==> config.mk <==
export PLATFORM = sky130hd
export DESIGN_NAME = ppm_frame_decoder
export DESIGN_NICKNAME = d
export VERILOG_FILES = /design/src/rtl/core/ppmd_pkg.sv /design/src/rtl/core/ppmd_ctrl.sv /design/src/rtl/core/ppmd_dpath.sv /design/src/rtl/core/ppm_frame_decoder.sv
export SDC_FILE = /design/constraint.sdc
export NUM_CORES = 1
export LEC_CHECK = 0
export ABC_CLOCK_PERIOD_IN_PS = 5600
export BUFFER_PORTS_ARGS = -buffer_cell sky130_fd_sc_hd__buf_4
export CORE_MARGIN = 2
export CORE_UTILIZATION = 55
export DETAILED_ROUTE_END_ITERATION = 10
export GPL_TIMING_DRIVEN = 0
export MAX_ROUTING_LAYER = met4
export PLACE_DENSITY = 0.74
export SLEW_MARGIN = 10
export SYNTH_ARGS = -nofsm -noshare
export SYNTH_HDL_FRONTEND = slang
export SYNTH_SLANG_ARGS = --single-unit
==> constraint.sdc <==
create_clock -name clk -period 5.6 [get_ports clk]
set_clock_uncertainty 0.1 [all_clocks]
set_input_delay 1.12 -clock clk [delete_from_list [all_inputs] [get_ports clk]]
set_output_delay 1.12 -clock clk [all_outputs]
set_load 0.02 [all_outputs]
==> src/rtl/core/ppmd_pkg.sv <==
// Shared types and constants for the PPM frame decoder.
// Used by the controller, the datapath, the top level and the port checker.
package ppmd_pkg;

  // Largest number of channels that one frame may carry.
  localparam int unsigned MAX_CHANNELS = 16;

  // Register reset values.
  localparam logic [15:0] SYNC_THRESHOLD_RST = 16'd3990;
  localparam logic [15:0] MIN_PULSE_RST      = 16'd900;
  localparam logic [15:0] MAX_PULSE_RST      = 16'd2100;
  localparam logic [31:0] LOSS_TIMEOUT_RST   = 32'd60000;
  localparam logic [4:0]  MIN_CHANNELS_RST   = 5'd4;

  // Largest value that fits in a channel value field.
  localparam logic [11:0] CHANNEL_VALUE_MAX = 12'hFFF;

  // Item kinds on the input channel.
  localparam logic KIND_EDGE = 1'b0;
  localparam logic KIND_POLL = 1'b1;

  // Configuration register indexes.
  typedef enum logic [2:0] {
    REG_SYNC_THRESHOLD = 3'd0,
    REG_MIN_PULSE      = 3'd1,
    REG_MAX_PULSE      = 3'd2,
    REG_LOSS_TIMEOUT   = 3'd3,
    REG_MIN_CHANNELS   = 3'd4
  } ppmd_reg_t;

  // Result kinds on the output channel.
  typedef enum logic [1:0] {
    RK_CHANNEL  = 2'd0,
    RK_LOST     = 2'd1,
    RK_RESTORED = 2'd2
  } ppmd_rkind_t;

  // Commands from the controller to the datapath.
  typedef struct packed {
    logic capture;   // register the accepted request
    logic sync;      // close the frame and start the channel run
    logic store;     // buffer one channel interval
    logic abort;     // drop the frame until the next sync
    logic lose;      // mark the signal as lost
    logic restore;   // mark the signal as restored
    logic emit;      // load the next channel into the output register
    logic note;      // load a loss or restore result into the output register
  } ppmd_cmd_t;

  // Status from the datapath to the controller.
  typedef struct packed {
    logic is_poll;
    logic is_sync;
    logic chan_ok;
    logic timed_out;
    logic lost;
    logic restore_ok;
    logic frame_empty;
    logic emit_last;
    logic out_free;
  } ppmd_sts_t;

endpackage

==> src/rtl/core/ppmd_ctrl.sv <==
// Controller of the PPM frame decoder: sequences accept, evaluation and result output.
// Depends on ppmd_pkg for the command and status structs.
module ppmd_ctrl (
  input  logic                clk,
  input  logic                rst_n,
  input  logic                in_valid,
  output logic                in_stall,
  input  ppmd_pkg::ppmd_sts_t sts,
  output ppmd_pkg::ppmd_cmd_t cmd
);

  typedef enum logic [3:0] {
    S_IDLE = 4'b0001,
    S_EVAL = 4'b0010,
    S_EMIT = 4'b0100,
    S_NOTE = 4'b1000
  } state_t;

  state_t state_r;
  state_t state_nxt;

  // Requests are taken only while no evaluation or output run is in progress.
  assign in_stall = (state_r != S_IDLE);

  // Next state and commands.
  always_comb begin
    state_nxt = state_r;
    cmd       = '0;
    case (state_r)
      S_IDLE: begin
        if (in_valid) begin
          cmd.capture = 1'b1;
          state_nxt   = S_EVAL;
        end
      end
      S_EVAL: begin
        state_nxt = S_IDLE;
        if (!sts.is_poll) begin
          if (sts.is_sync) begin
            cmd.sync = 1'b1;
            if (!sts.frame_empty) begin
              state_nxt = S_EMIT;
            end
          end else if (sts.chan_ok) begin
            cmd.store = 1'b1;
          end else begin
            cmd.abort = 1'b1;
          end
        end else if (sts.timed_out) begin
          if (!sts.lost) begin
            cmd.lose  = 1'b1;
            state_nxt = S_NOTE;
          end
        end else if (sts.lost && sts.restore_ok) begin
          cmd.restore = 1'b1;
          state_nxt   = S_NOTE;
        end
      end
      S_EMIT: begin
        if (sts.out_free) begin
          cmd.emit = 1'b1;
          if (sts.emit_last) begin
            state_nxt = S_IDLE;
          end
        end
      end
      S_NOTE: begin
        if (sts.out_free) begin
          cmd.note  = 1'b1;
          state_nxt = S_IDLE;
        end
      end
      default: begin
        state_nxt = S_IDLE;
      end
    endcase
  end

  // State register.
  always_ff @(posedge clk) begin
    if (!rst_n) begin
      state_r <= S_IDLE;
    end else begin
      state_r <= state_nxt;
    end
  end

endmodule

==> src/rtl/core/ppmd_dpath.sv <==
// Datapath of the PPM frame decoder: registers, decode state, channel buffer, output register.
// Depends on ppmd_pkg for constants, codes and the command and status structs.
module ppmd_dpath (
  input  logic                clk,
  input  logic                rst_n,
  // Configuration writes.
  input  logic                cfg_valid,
  input  logic [2:0]          cfg_index,
  input  logic [31:0]         cfg_data,
  // Input payload.
  input  logic                in_kind,
  input  logic [31:0]         in_interval_us,
  input  logic [31:0]         in_now_us,
  // Output channel.
  output logic                out_valid,
  input  logic                out_stall,
  output logic [1:0]          out_result_kind,
  output logic [3:0]          out_channel_index,
  output logic [11:0]         out_channel_value,
  output logic [4:0]          out_channel_count,
  output logic                out_last,
  // Controller link.
  input  ppmd_pkg::ppmd_cmd_t cmd,
  output ppmd_pkg::ppmd_sts_t sts
);

  // Configuration registers.
  logic [15:0] sync_threshold_r;
  logic [15:0] min_pulse_r;
  logic [15:0] max_pulse_r;
  logic [31:0] loss_timeout_r;
  logic [4:0]  min_channels_r;

  // Captured request.
  logic        kind_r;
  logic [31:0] interval_r;
  logic [31:0] now_r;

  // Decode state.
  logic        in_frame_r,  in_frame_nxt;
  logic [4:0]  running_r,   running_nxt;
  logic [4:0]  latched_r,   latched_nxt;
  logic [31:0] last_sync_r, last_sync_nxt;
  logic        lost_r,      lost_nxt;

  // Channel run counters.
  logic [3:0]  emit_idx_r;
  logic [4:0]  emit_cnt_r;

  // Channel buffer.
  logic [11:0] chan_mem [ppmd_pkg::MAX_CHANNELS];

  // Output register.
  logic                  out_valid_r;
  ppmd_pkg::ppmd_rkind_t out_kind_r;
  logic [3:0]            out_index_r;
  logic [11:0]           out_value_r;
  logic [4:0]            out_count_r;
  logic                  out_last_r;

  logic [31:0] elapsed;
  logic [11:0] chan_sat;
  logic        out_free;
  logic        emit_last;

  // Configuration register writes; unknown indexes are ignored.
  always_ff @(posedge clk) begin
    if (!rst_n) begin
      sync_threshold_r <= ppmd_pkg::SYNC_THRESHOLD_RST;
      min_pulse_r      <= ppmd_pkg::MIN_PULSE_RST;
      max_pulse_r      <= ppmd_pkg::MAX_PULSE_RST;
      loss_timeout_r   <= ppmd_pkg::LOSS_TIMEOUT_RST;
      min_channels_r   <= ppmd_pkg::MIN_CHANNELS_RST;
    end else if (cfg_valid) begin
      case (cfg_index)
        ppmd_pkg::REG_SYNC_THRESHOLD: sync_threshold_r <= cfg_data[15:0];
        ppmd_pkg::REG_MIN_PULSE:      min_pulse_r      <= cfg_data[15:0];
        ppmd_pkg::REG_MAX_PULSE:      max_pulse_r      <= cfg_data[15:0];
        ppmd_pkg::REG_LOSS_TIMEOUT:   loss_timeout_r   <= cfg_data;
        ppmd_pkg::REG_MIN_CHANNELS:   min_channels_r   <= cfg_data[4:0];
        default: begin
        end
      endcase
    end
  end

  // Request capture.
  always_ff @(posedge clk) begin
    if (cmd.capture) begin
      kind_r     <= in_kind;
      interval_r <= in_interval_us;
      now_r      <= in_now_us;
    end
  end

  // Classification of the captured request.
  assign elapsed  = now_r - last_sync_r;
  assign chan_sat = (interval_r > {20'd0, ppmd_pkg::CHANNEL_VALUE_MAX}) ?
                    ppmd_pkg::CHANNEL_VALUE_MAX : interval_r[11:0];
  assign out_free = !out_valid_r || !out_stall;
  assign emit_last = (({1'b0, emit_idx_r} + 5'd1) == emit_cnt_r);

  always_comb begin
    sts             = '0;
    sts.is_poll     = (kind_r == ppmd_pkg::KIND_POLL);
    sts.is_sync     = (interval_r > {16'd0, sync_threshold_r});
    sts.chan_ok     = (interval_r > {16'd0, min_pulse_r}) &&
                      (interval_r < {16'd0, max_pulse_r}) &&
                      in_frame_r &&
                      (running_r < 5'(ppmd_pkg::MAX_CHANNELS));
    sts.timed_out   = (elapsed > loss_timeout_r);
    sts.lost        = lost_r;
    sts.restore_ok  = (latched_r >= min_channels_r) &&
                      (latched_r <= 5'(ppmd_pkg::MAX_CHANNELS));
    sts.frame_empty = (running_r == 5'd0);
    sts.emit_last   = emit_last;
    sts.out_free    = out_free;
  end

  // Frame and link state updates.
  always_comb begin
    in_frame_nxt  = in_frame_r;
    running_nxt   = running_r;
    latched_nxt   = latched_r;
    last_sync_nxt = last_sync_r;
    lost_nxt      = lost_r;
    if (cmd.sync) begin
      in_frame_nxt  = 1'b1;
      running_nxt   = 5'd0;
      latched_nxt   = running_r;
      last_sync_nxt = now_r;
    end
    if (cmd.store) begin
      running_nxt = running_r + 5'd1;
    end
    if (cmd.abort) begin
      in_frame_nxt = 1'b0;
      running_nxt  = 5'd0;
    end
    if (cmd.lose) begin
      lost_nxt    = 1'b1;
      latched_nxt = 5'd0;
    end
    if (cmd.restore) begin
      lost_nxt = 1'b0;
    end
  end

  always_ff @(posedge clk) begin
    if (!rst_n) begin
      in_frame_r  <= 1'b0;
      running_r   <= 5'd0;
      latched_r   <= 5'd0;
      last_sync_r <= 32'd0;
      lost_r      <= 1'b0;
    end else begin
      in_frame_r  <= in_frame_nxt;
      running_r   <= running_nxt;
      latched_r   <= latched_nxt;
      last_sync_r <= last_sync_nxt;
      lost_r      <= lost_nxt;
    end
  end

  // Channel buffer write; only entries below the running count are ever read.
  always_ff @(posedge clk) begin
    if (cmd.store) begin
      chan_mem[running_r[3:0]] <= chan_sat;
    end
  end

  // Run counters: the frame size is snapshot at sync, the index steps per emitted channel.
  always_ff @(posedge clk) begin
    if (cmd.sync) begin
      emit_idx_r <= 4'd0;
      emit_cnt_r <= running_r;
    end else if (cmd.emit) begin
      emit_idx_r <= emit_idx_r + 4'd1;
    end
  end

  // Output register valid flag.
  always_ff @(posedge clk) begin
    if (!rst_n) begin
      out_valid_r <= 1'b0;
    end else if (cmd.emit || cmd.note) begin
      out_valid_r <= 1'b1;
    end else if (!out_stall) begin
      out_valid_r <= 1'b0;
    end
  end

  // Output payload. A note after a loss carries count zero, after a restore the latched count.
  always_ff @(posedge clk) begin
    if (cmd.emit) begin
      out_kind_r  <= ppmd_pkg::RK_CHANNEL;
      out_index_r <= emit_idx_r;
      out_value_r <= chan_mem[emit_idx_r];
      out_count_r <= emit_cnt_r;
      out_last_r  <= emit_last;
    end else if (cmd.note) begin
      out_kind_r  <= lost_r ? ppmd_pkg::RK_LOST : ppmd_pkg::RK_RESTORED;
      out_index_r <= 4'd0;
      out_value_r <= 12'd0;
      out_count_r <= latched_r;
      out_last_r  <= 1'b1;
    end
  end

  assign out_valid         = out_valid_r;
  assign out_result_kind   = out_kind_r;
  assign out_channel_index = out_index_r;
  assign out_channel_value = out_value_r;
  assign out_channel_count = out_count_r;
  assign out_last          = out_last_r;

endmodule

==> src/rtl/core/ppm_frame_decoder.sv <==
// PPM frame decoder: takes no new request until it is done with the previous one. A poll that
// reports loss or restore loads one note, a sync edge emits its N buffered channels one per
// cycle while the output is not stalled; each result waits until the output register is free.
// The single output register sets the emit pace. Synchronous active-low reset restores
// register defaults, clears frame, count, sync time and loss state; the buffer is not cleared.
// Top level: joins the controller (ppmd_ctrl) and the datapath (ppmd_dpath); uses ppmd_pkg.
module ppm_frame_decoder (
  input  logic        clk,
  input  logic        rst_n,
  // Configuration write channel.
  input  logic        cfg_valid,
  output logic        cfg_ready,
  input  logic [2:0]  cfg_index,
  input  logic [31:0] cfg_data,
  // Input request channel.
  input  logic        in_valid,
  output logic        in_stall,
  input  logic        in_kind,
  input  logic [31:0] in_interval_us,
  input  logic [31:0] in_now_us,
  // Result channel.
  output logic        out_valid,
  input  logic        out_stall,
  output logic [1:0]  out_result_kind,
  output logic [3:0]  out_channel_index,
  output logic [11:0] out_channel_value,
  output logic [4:0]  out_channel_count,
  output logic        out_last
);

  ppmd_pkg::ppmd_cmd_t cmd;
  ppmd_pkg::ppmd_sts_t sts;

  // Register writes are taken in every cycle.
  assign cfg_ready = 1'b1;

  ppmd_ctrl u_ctrl (
    .clk      (clk),
    .rst_n    (rst_n),
    .in_valid (in_valid),
    .in_stall (in_stall),
    .sts      (sts),
    .cmd      (cmd)
  );

  ppmd_dpath u_dpath (
    .clk               (clk),
    .rst_n             (rst_n),
    .cfg_valid         (cfg_valid),
    .cfg_index         (cfg_index),
    .cfg_data          (cfg_data),
    .in_kind           (in_kind),
    .in_interval_us    (in_interval_us),
    .in_now_us         (in_now_us),
    .out_valid         (out_valid),
    .out_stall         (out_stall),
    .out_result_kind   (out_result_kind),
    .out_channel_index (out_channel_index),
    .out_channel_value (out_channel_value),
    .out_channel_count (out_channel_count),
    .out_last          (out_last),
    .cmd               (cmd),
    .sts               (sts)
  );

endmodule

==> flow_metrics.tcl, run 1 <==
set metrics [dict create \
    outcome "finished clean" \
    worst_setup_path_end_kind "flip-flop" \
    p_total_mw 6.95 \
    clock.fmax_ghz 0.199 \
    clk_pin_slew_worst_paths_ps 60 \
    synth.most_common_cell "edfxtp_1" \
    row_count 68 \
    ctsHoldBuffers 0 \
    antenna_found_initial 0 \
    synth_edf_count 284 \
    worst_path_largest_cell_delay_ps 660 \
    synth_xor_area_share_pct 1.77 \
    regArea_sq_mm 0.0114 \
    gr-total-overflow 0 \
    min_path_type "flip-flop to flip-flop" \
    grt_max_degree 56 \
    track_usage_pct 26.2 \
    ys_seq_area_share_pct 59.1 \
    finalWeightedCongestion 0.952 \
    synth_fa_ha_area_share_pct 7.88 \
    worstPathMaxFanout 7 \
    drive_gt1_share_pct 15.3 \
    dr.pass1.iters 5 \
    power_frac_clock_pct 42.4 \
    tns_ps 0 \
    grt_pass1_vias 12900 \
    cp-start-kind "flip-flop" \
    fin_crit_sh_pct 89.6 \
    fp.dieH_um 191 \
    netlist_instances 1602 \
    tightest_slew_ps 980 \
    synthArstFlopShare_pct 0 \
    ys_seq_elements 428 \
    synth_nets 1828 \
    cp_cell_sequence "ha_1 -> clkbuf_1 -> a2111oi_0 -> o21ai_1 -> a211oi_1 -> o21ai_1 -> a31oi_1 -> o21bai_1 -> a21oi_1 -> xnor2_1 -> ha_1 -> nand4_1 -> nor2_1 -> o21ai_0 -> a21oi_1 -> o221ai_1 -> a21oi_1 -> mux2i_1 -> o311ai_1" \
    hp-start "u_dpath.last_sync_r[6]$_SDFFE_PN0P_" \
    crit_path_start "u_dpath.now_r[15]$_DFFE_PP_" \
    synth-compound-area-share_pct 9.40 \
    initial_core_util_pct 55.9 \
    wire_per_inst_um 20.2 \
    nNetsFinal 2004 \
    fillers 2634 \
    critPathTopFamily "compound AO/OA/AOI/OAI gates" \
    cap_viol_max_count 0 \
    pin_count 132 \
    syn_area_sq_mm 0.0193 \
    p_per_area_mw_per_mm2 312 \
    postPlaceCellArea_sq_mm 0.0209 \
    yosysWarnings 0 \
    p_comb_share_pct 8.0 \
    via_per_inst 5.71 \
    postCtsSetupRepairBufs 0 \
    synthSimpleGateAreaFrac_pct 10.7 \
    synth_cell_types 65 \
    peakVddDrop_uv 255 \
    grt_pass1_wl_um 70100 \
    finalHoldViolations 0 \
    drtIter0Drc 946 \
    seqPwrFrac_pct 49.6 \
    avgSynthCellArea_sq_um 12.1 \
    numCtsBuffers 43 \
    timing.critical_path.mode_cell "a21oi_1" \
    required_ps 5930 \
    dieArea_sq_mm 0.0366 \
    port_buffers 130 \
    critPathArrivalTime_ps 5340 \
    drc 0 \
    worst-path-buf-inv 1 \
    slowest_stage "a2111oi_0" \
    synth_area_leader_cell "edfxtp_1" \
    drtAntennaViolNets 0 \
    insertedDiodeCount 0 \
    area_growth_pct 15.6 \
    cts.sinks 428 \
    vias 12900 \
    design_area_sq_mm 0.0223 \
    synth_area_leaders "edfxtp_1, dfxtp_1, ha_1, mux4_2, nand2_1" \
    r2r_start "u_dpath.now_r[15]$_DFFE_PP_" \
    cts_root_buf "clkbuf_16" \
    swShare_pct 22.9 \
    internal_power_mw 5.36 \
    multi_input_area_sq_mm 0.00717 \
    p_sw_mw 1.59 \
    cts_tree "yes" \
    path_class "flip-flop to flip-flop" \
    chipWidth_um 191 \
    fin_hold_ws_ps 353 \
    cts.htree.levels 2 \
    core_sq_mm 0.0345 \
    synthTopCellsByCount "edfxtp_1, nand2_1, a21oi_1" \
    utilization_pct 64.6 \
    synthMuxAreaShare_pct 7.31 \
    cts_resized 0 \
    max-slew-margin-rel_pct 34.5 \
    dp_hpwl_um 32400 \
    leakage_nw 8.58 \
    synth_top_area_share_pct 44.2 \
    slew_violations 0 \
    rsz0062_at_grt "false" \
    clockBufferDepth 3 \
    synth_top_family_by_area "simple AND/OR/NAND/NOR gates" \
    synth_ff_type "edfxtp_1" \
    finalCriticalPeriod_ps 5020 \
    worstSkewPairLatency_ps 580 \
    setup_viol 0 \
    drt-total-wl_um 45800 \
]
-- routing by layer --
metal	routed length, um	share of wire, %	GRT usage [%]
met5	0	0	-
met4	1410	3.1	9.20
met3	2770	6.1	4.59
met2	22000	48	41.6
met1	19700	43	34.2
-- layout by cell type (no fill, tap or decap), drive strengths merged, types with 13 or more instances in the layout --
cell,n
and2,22
o21ai,35
a21oi,158
nand3,21
nor2b,14
and3,20
edfxtp,284
nor2,41
o211ai,28
ha,120
nand2,269
mux4,60
inv,135
a21o,19
xnor2,26
nand4,17
dfxtp,144
xor2,13
buf,141
clkbuf,108
-- power by group through the flow --
stage               logic [mW]  clock network [mW]  registers (mW)
floorplan                0.358                   0            3.50
global route             0.627                3.10            3.45
CTS                      0.555                2.99            3.45
finish                   0.558                2.95            3.45
global placement         0.529                   0            3.52
detailed placement       0.549                   0            3.52
-- tightest hold or removal path, stage by stage (launching register included) --
cell and delay [ps]:
dfxtp_1 310, nand2_1 50, a21oi_1 50
-- area by class of cell --
type                       count  share of cell area (%)
buffer                        60                    1.07
sequential                   428                    51.1
multi-input combinational    983                    32.1
tap                          455                    2.55
timing repair buffer         131                    4.50
clock buffer                  58                    5.25
inverter                     131                    2.20
clock inverter                19                    1.15
-- flip-flops by register name, indices dropped and copies added, names as in the netlist, named ones only --
name                       cells
u_dpath.max_pulse_r           16
u_dpath.loss_timeout_r        32
u_dpath.min_channels_r         5
u_dpath.sync_threshold_r      16
u_dpath.out_channel_count      5
u_dpath.out_channel_value     12
u_ctrl.state_r                 4
u_dpath.min_pulse_r           16
u_dpath.interval_r            32
u_dpath.kind_r                 1
u_dpath.out_channel_index      4
u_dpath.lost_r                 1
u_dpath.in_frame_r             1
u_dpath.out_valid              1
u_dpath.chan_mem             192
u_dpath.running_r              5
u_dpath.last_sync_r           32
u_dpath.latched_r              5
u_dpath.out_result_kind        2
u_dpath.emit_idx_r             4
u_dpath.emit_cnt_r             5
u_dpath.out_last               1
u_dpath.now_r                 32
-- final timing paths --
check	depth (start not counted)	slack (ps)	end
worst min-delay path	2	350	u_dpath.last_sync_r[6]$_SDFFE_PN0P_
worst min register to register	2	350	u_dpath.last_sync_r[6]$_SDFFE_PN0P_
worst max-delay path	19	580	u_ctrl.state_r[0]$_SDFFE_PN1P_
worst max register to register	19	580	u_ctrl.state_r[0]$_SDFFE_PN1P_
-- cells by family (layout without fill, tap and decap cells) --
| kind of cell | count (synthesis) | after routing |
|---|---|---|
| DFF | 428 | 428 |
| and+or+nand+nor | 454 | 454 |
| AOI/OAI and AO/OA | 302 | 302 |
| buffers and inverters | 191 | 399 |
| other | 1 | 1 |
| muxes | 66 | 66 |
| xor gates and xnor gates | 39 | 39 |
| adders and majority gates | 121 | 121 |
-- through the flow --
stage / setup slack [ps] / std cells
6_report: 583 / 2265
5_1_grt: 72.7 / 2265
4_1_cts: 700 / 2265
3_5_place_dp: 715 / 2188
3_3_place_gp: 797 / 2187
2_1_floorplan: 1560 / 1602
(Power assumes the default switching activity.)
==> run 2: changes to the inputs <==
--- a/config.mk
+++ b/config.mk
@@ -12,7 +12,7 @@
 export DETAILED_ROUTE_END_ITERATION = 10
 export GPL_TIMING_DRIVEN = 0
 export MAX_ROUTING_LAYER = met4
-export PLACE_DENSITY = 0.74
+export PLACE_DENSITY_LB_ADDON = 0.15
 export SLEW_MARGIN = 10
 export SYNTH_ARGS = -nofsm -noshare
 export SYNTH_HDL_FRONTEND = slang
==> run 2 against run 1 <==
Effect of this change: maximum frequency fell by 1.4%; worst setup slack got worse by 73 ps; power fell by 2.0%; clock-buffer cell count did not move; wire length fell by 4.2%; register-to-register slack got worse by 70 ps; worst hold slack barely moved; die area did not move; sequential power barely moved; clock power fell by 4%; core utilization fell by 0.14 points; largest cell class unchanged.
==> flow_metrics.tcl, run 2 (synthesis results as in run 1) <==
set metrics [dict create \
    path_class "flip-flop to flip-flop" \
    cp-start-kind "flip-flop" \
    row_count 68 \
    ctsHoldBuffers 0 \
    peakVddDrop_uv 253 \
    postCtsSetupRepairBufs 0 \
    area_growth_pct 15.3 \
    max-slew-margin-rel_pct 33.1 \
    track_usage_pct 25.1 \
    cap_viol_max_count 0 \
    worstPathMaxFanout 5 \
    slew_violations 0 \
    gr-total-overflow 0 \
    numCtsBuffers 43 \
    core_sq_mm 0.0345 \
    drc 0 \
    tns_ps 0 \
    clockBufferDepth 3 \
    dp_hpwl_um 31400 \
    initial_core_util_pct 55.9 \
    worst-path-buf-inv 0 \
    p_total_mw 6.81 \
    antenna_found_initial 0 \
    p_per_area_mw_per_mm2 306 \
    insertedDiodeCount 0 \
    final_cell_mix "edfxtp_1, nand2_1, a21oi_1, dfxtp_1, buf_4" \
    cts.sinks 428 \
    setup_viol 0 \
    crit_path_start "u_dpath.now_r[2]$_DFFE_PP_" \
    r2r_start "u_dpath.now_r[2]$_DFFE_PP_" \
    slowest_stage "a2111oi_0" \
    cts_tree "yes" \
    drt-total-wl_um 43900 \
    grt_pass1_vias 12400 \
    chipWidth_um 191 \
    postPlaceCellArea_sq_mm 0.0209 \
    grt_pass1_wl_um 68100 \
    cp_cell_sequence "ha_1 -> a21oi_1 -> a2111oi_0 -> o2111ai_1 -> nand3_1 -> a41oi_1 -> o21bai_1 -> a21oi_1 -> xnor2_1 -> ha_1 -> nand4_1 -> nor2_1 -> o21ai_0 -> a21oi_1 -> o221ai_1 -> a21oi_1 -> mux2i_1 -> o311ai_1" \
    dieArea_sq_mm 0.0366 \
    fin_hold_ws_ps 353 \
    drtAntennaViolNets 0 \
    r2r_end "u_ctrl.state_r[0]$_SDFFE_PN1P_" \
    design_area_sq_mm 0.0223 \
    cp-endpoint "u_ctrl.state_r[0]$_SDFFE_PN1P_" \
    reg2reg_setup_slack_ps 510 \
    finalHoldViolations 0 \
    pin_count 132 \
    wire_per_inst_um 19.4 \
    critPathTopFamily "compound AO/OA/AOI/OAI gates" \
    cts.htree.levels 2 \
    cts_root_buf "clkbuf_16" \
    largest_reg_flops 192 \
    fin_crit_sh_pct 90.9 \
    worst_setup_path_end_kind "flip-flop" \
    fillers 2690 \
    rsz0062_at_grt "false" \
    nNetsFinal 2004 \
    crit_cells 18 \
    timing.critical_path.mode_cell "a21oi_1" \
    tightest_slew_ps 1000 \
    grt_max_degree 56 \
    port_buffers 130 \
    min_path_type "flip-flop to flip-flop" \
    outcome "finished clean" \
    hp-start "u_dpath.last_sync_r[28]$_SDFFE_PN0P_" \
    leakage_nw 8.55 \
    worstSkewPairLatency_ps 560 \
    cts_resized 0 \
    clock.fmax_ghz 0.196 \
    finalCriticalPeriod_ps 5090 \
    fp.dieH_um 191 \
    critPathArrivalTime_ps 5390 \
    layout_commonest_cell "edfxtp_1" \
    ff2ff_path_depth 18 \
    clk_pin_slew_worst_paths_ps 60 \
    finalWeightedCongestion 0.909 \
    worst_path_largest_cell_delay_ps 750 \
    via_per_inst 5.60 \
    dr.pass1.iters 5 \
    vias 12700 \
    required_ps 5900 \
    drive_gt1_share_pct 15.2 \
    drtIter0Drc 864 \
]
## run 2: worst reg2reg max path: stages (launching register included)
cell,delay (ps)
edfxtp_1,420
ha_1,370
a21oi_1,100
a2111oi_0,750
o2111ai_1,240
nand3_1,270
a41oi_1,280
o21bai_1,210
a21oi_1,100
xnor2_1,150
ha_1,290
nand4_1,80
nor2_1,260
o21ai_0,150
a21oi_1,210
o221ai_1,180
a21oi_1,410
mux2i_1,270
o311ai_1,100
## run 2: worst min-delay path by stage
stage	endpoint	slack, ps	cells after the start
after global routing	u_dpath.last_sync_r[16]$_SDFFE_PN0P_	370	2
final	u_dpath.last_sync_r[28]$_SDFFE_PN0P_	350	2
after global placement	u_dpath.in_frame_r$_SDFFE_PP0P_	340	2
after detailed placement	u_dpath.sync_threshold_r[14]$_SDFFE_PN0P_	350	2
after CTS	u_dpath.sync_threshold_r[14]$_SDFFE_PN0P_	350	2
after floorplan	u_dpath.in_frame_r$_SDFFE_PP0P_	320	2
## run 2: where the power goes
| part | switching, mW | total [mW] | internal (mW) |
|---|---|---|---|
| clock network | 1.20 | 2.82 | 1.62 |
| registers | 0.0410 | 3.45 | 3.41 |
| logic | 0.312 | 0.551 | 0.239 |
## run 2: stage by stage
stage	cells	util (%)	setup slack (ps)
after detailed placement	2188	60.4	683
after global routing	2266	64.4	189
after CTS	2266	64.4	622
after floorplan	1602	-	1560
after global placement	2187	60.4	664
final	2266	64.4	510
## run 2: cell type report
type	instances	area (sq um)	area share (%)
Sequential cell	428	11400	51.3
Multi-Input combinational cell	983	7170	32.2
Clock buffer	58	1170	5.27
Timing Repair Buffer	131	1000	4.51
Tap cell	455	569	2.56
Inverter	131	492	2.21
Buffer	60	239	1.07
Clock inverter	20	208	0.933
## run 2: metal layers
metal,GRT usage (%),share of wire (%),vias up,wire length (um)
li1,-,-,6163,-
met1,33.8,45,6168,19600
met5,-,0,-,0
met3,3.78,5.2,49,2300
met2,40.6,48,316,21200
met4,5.89,1.9,0,825
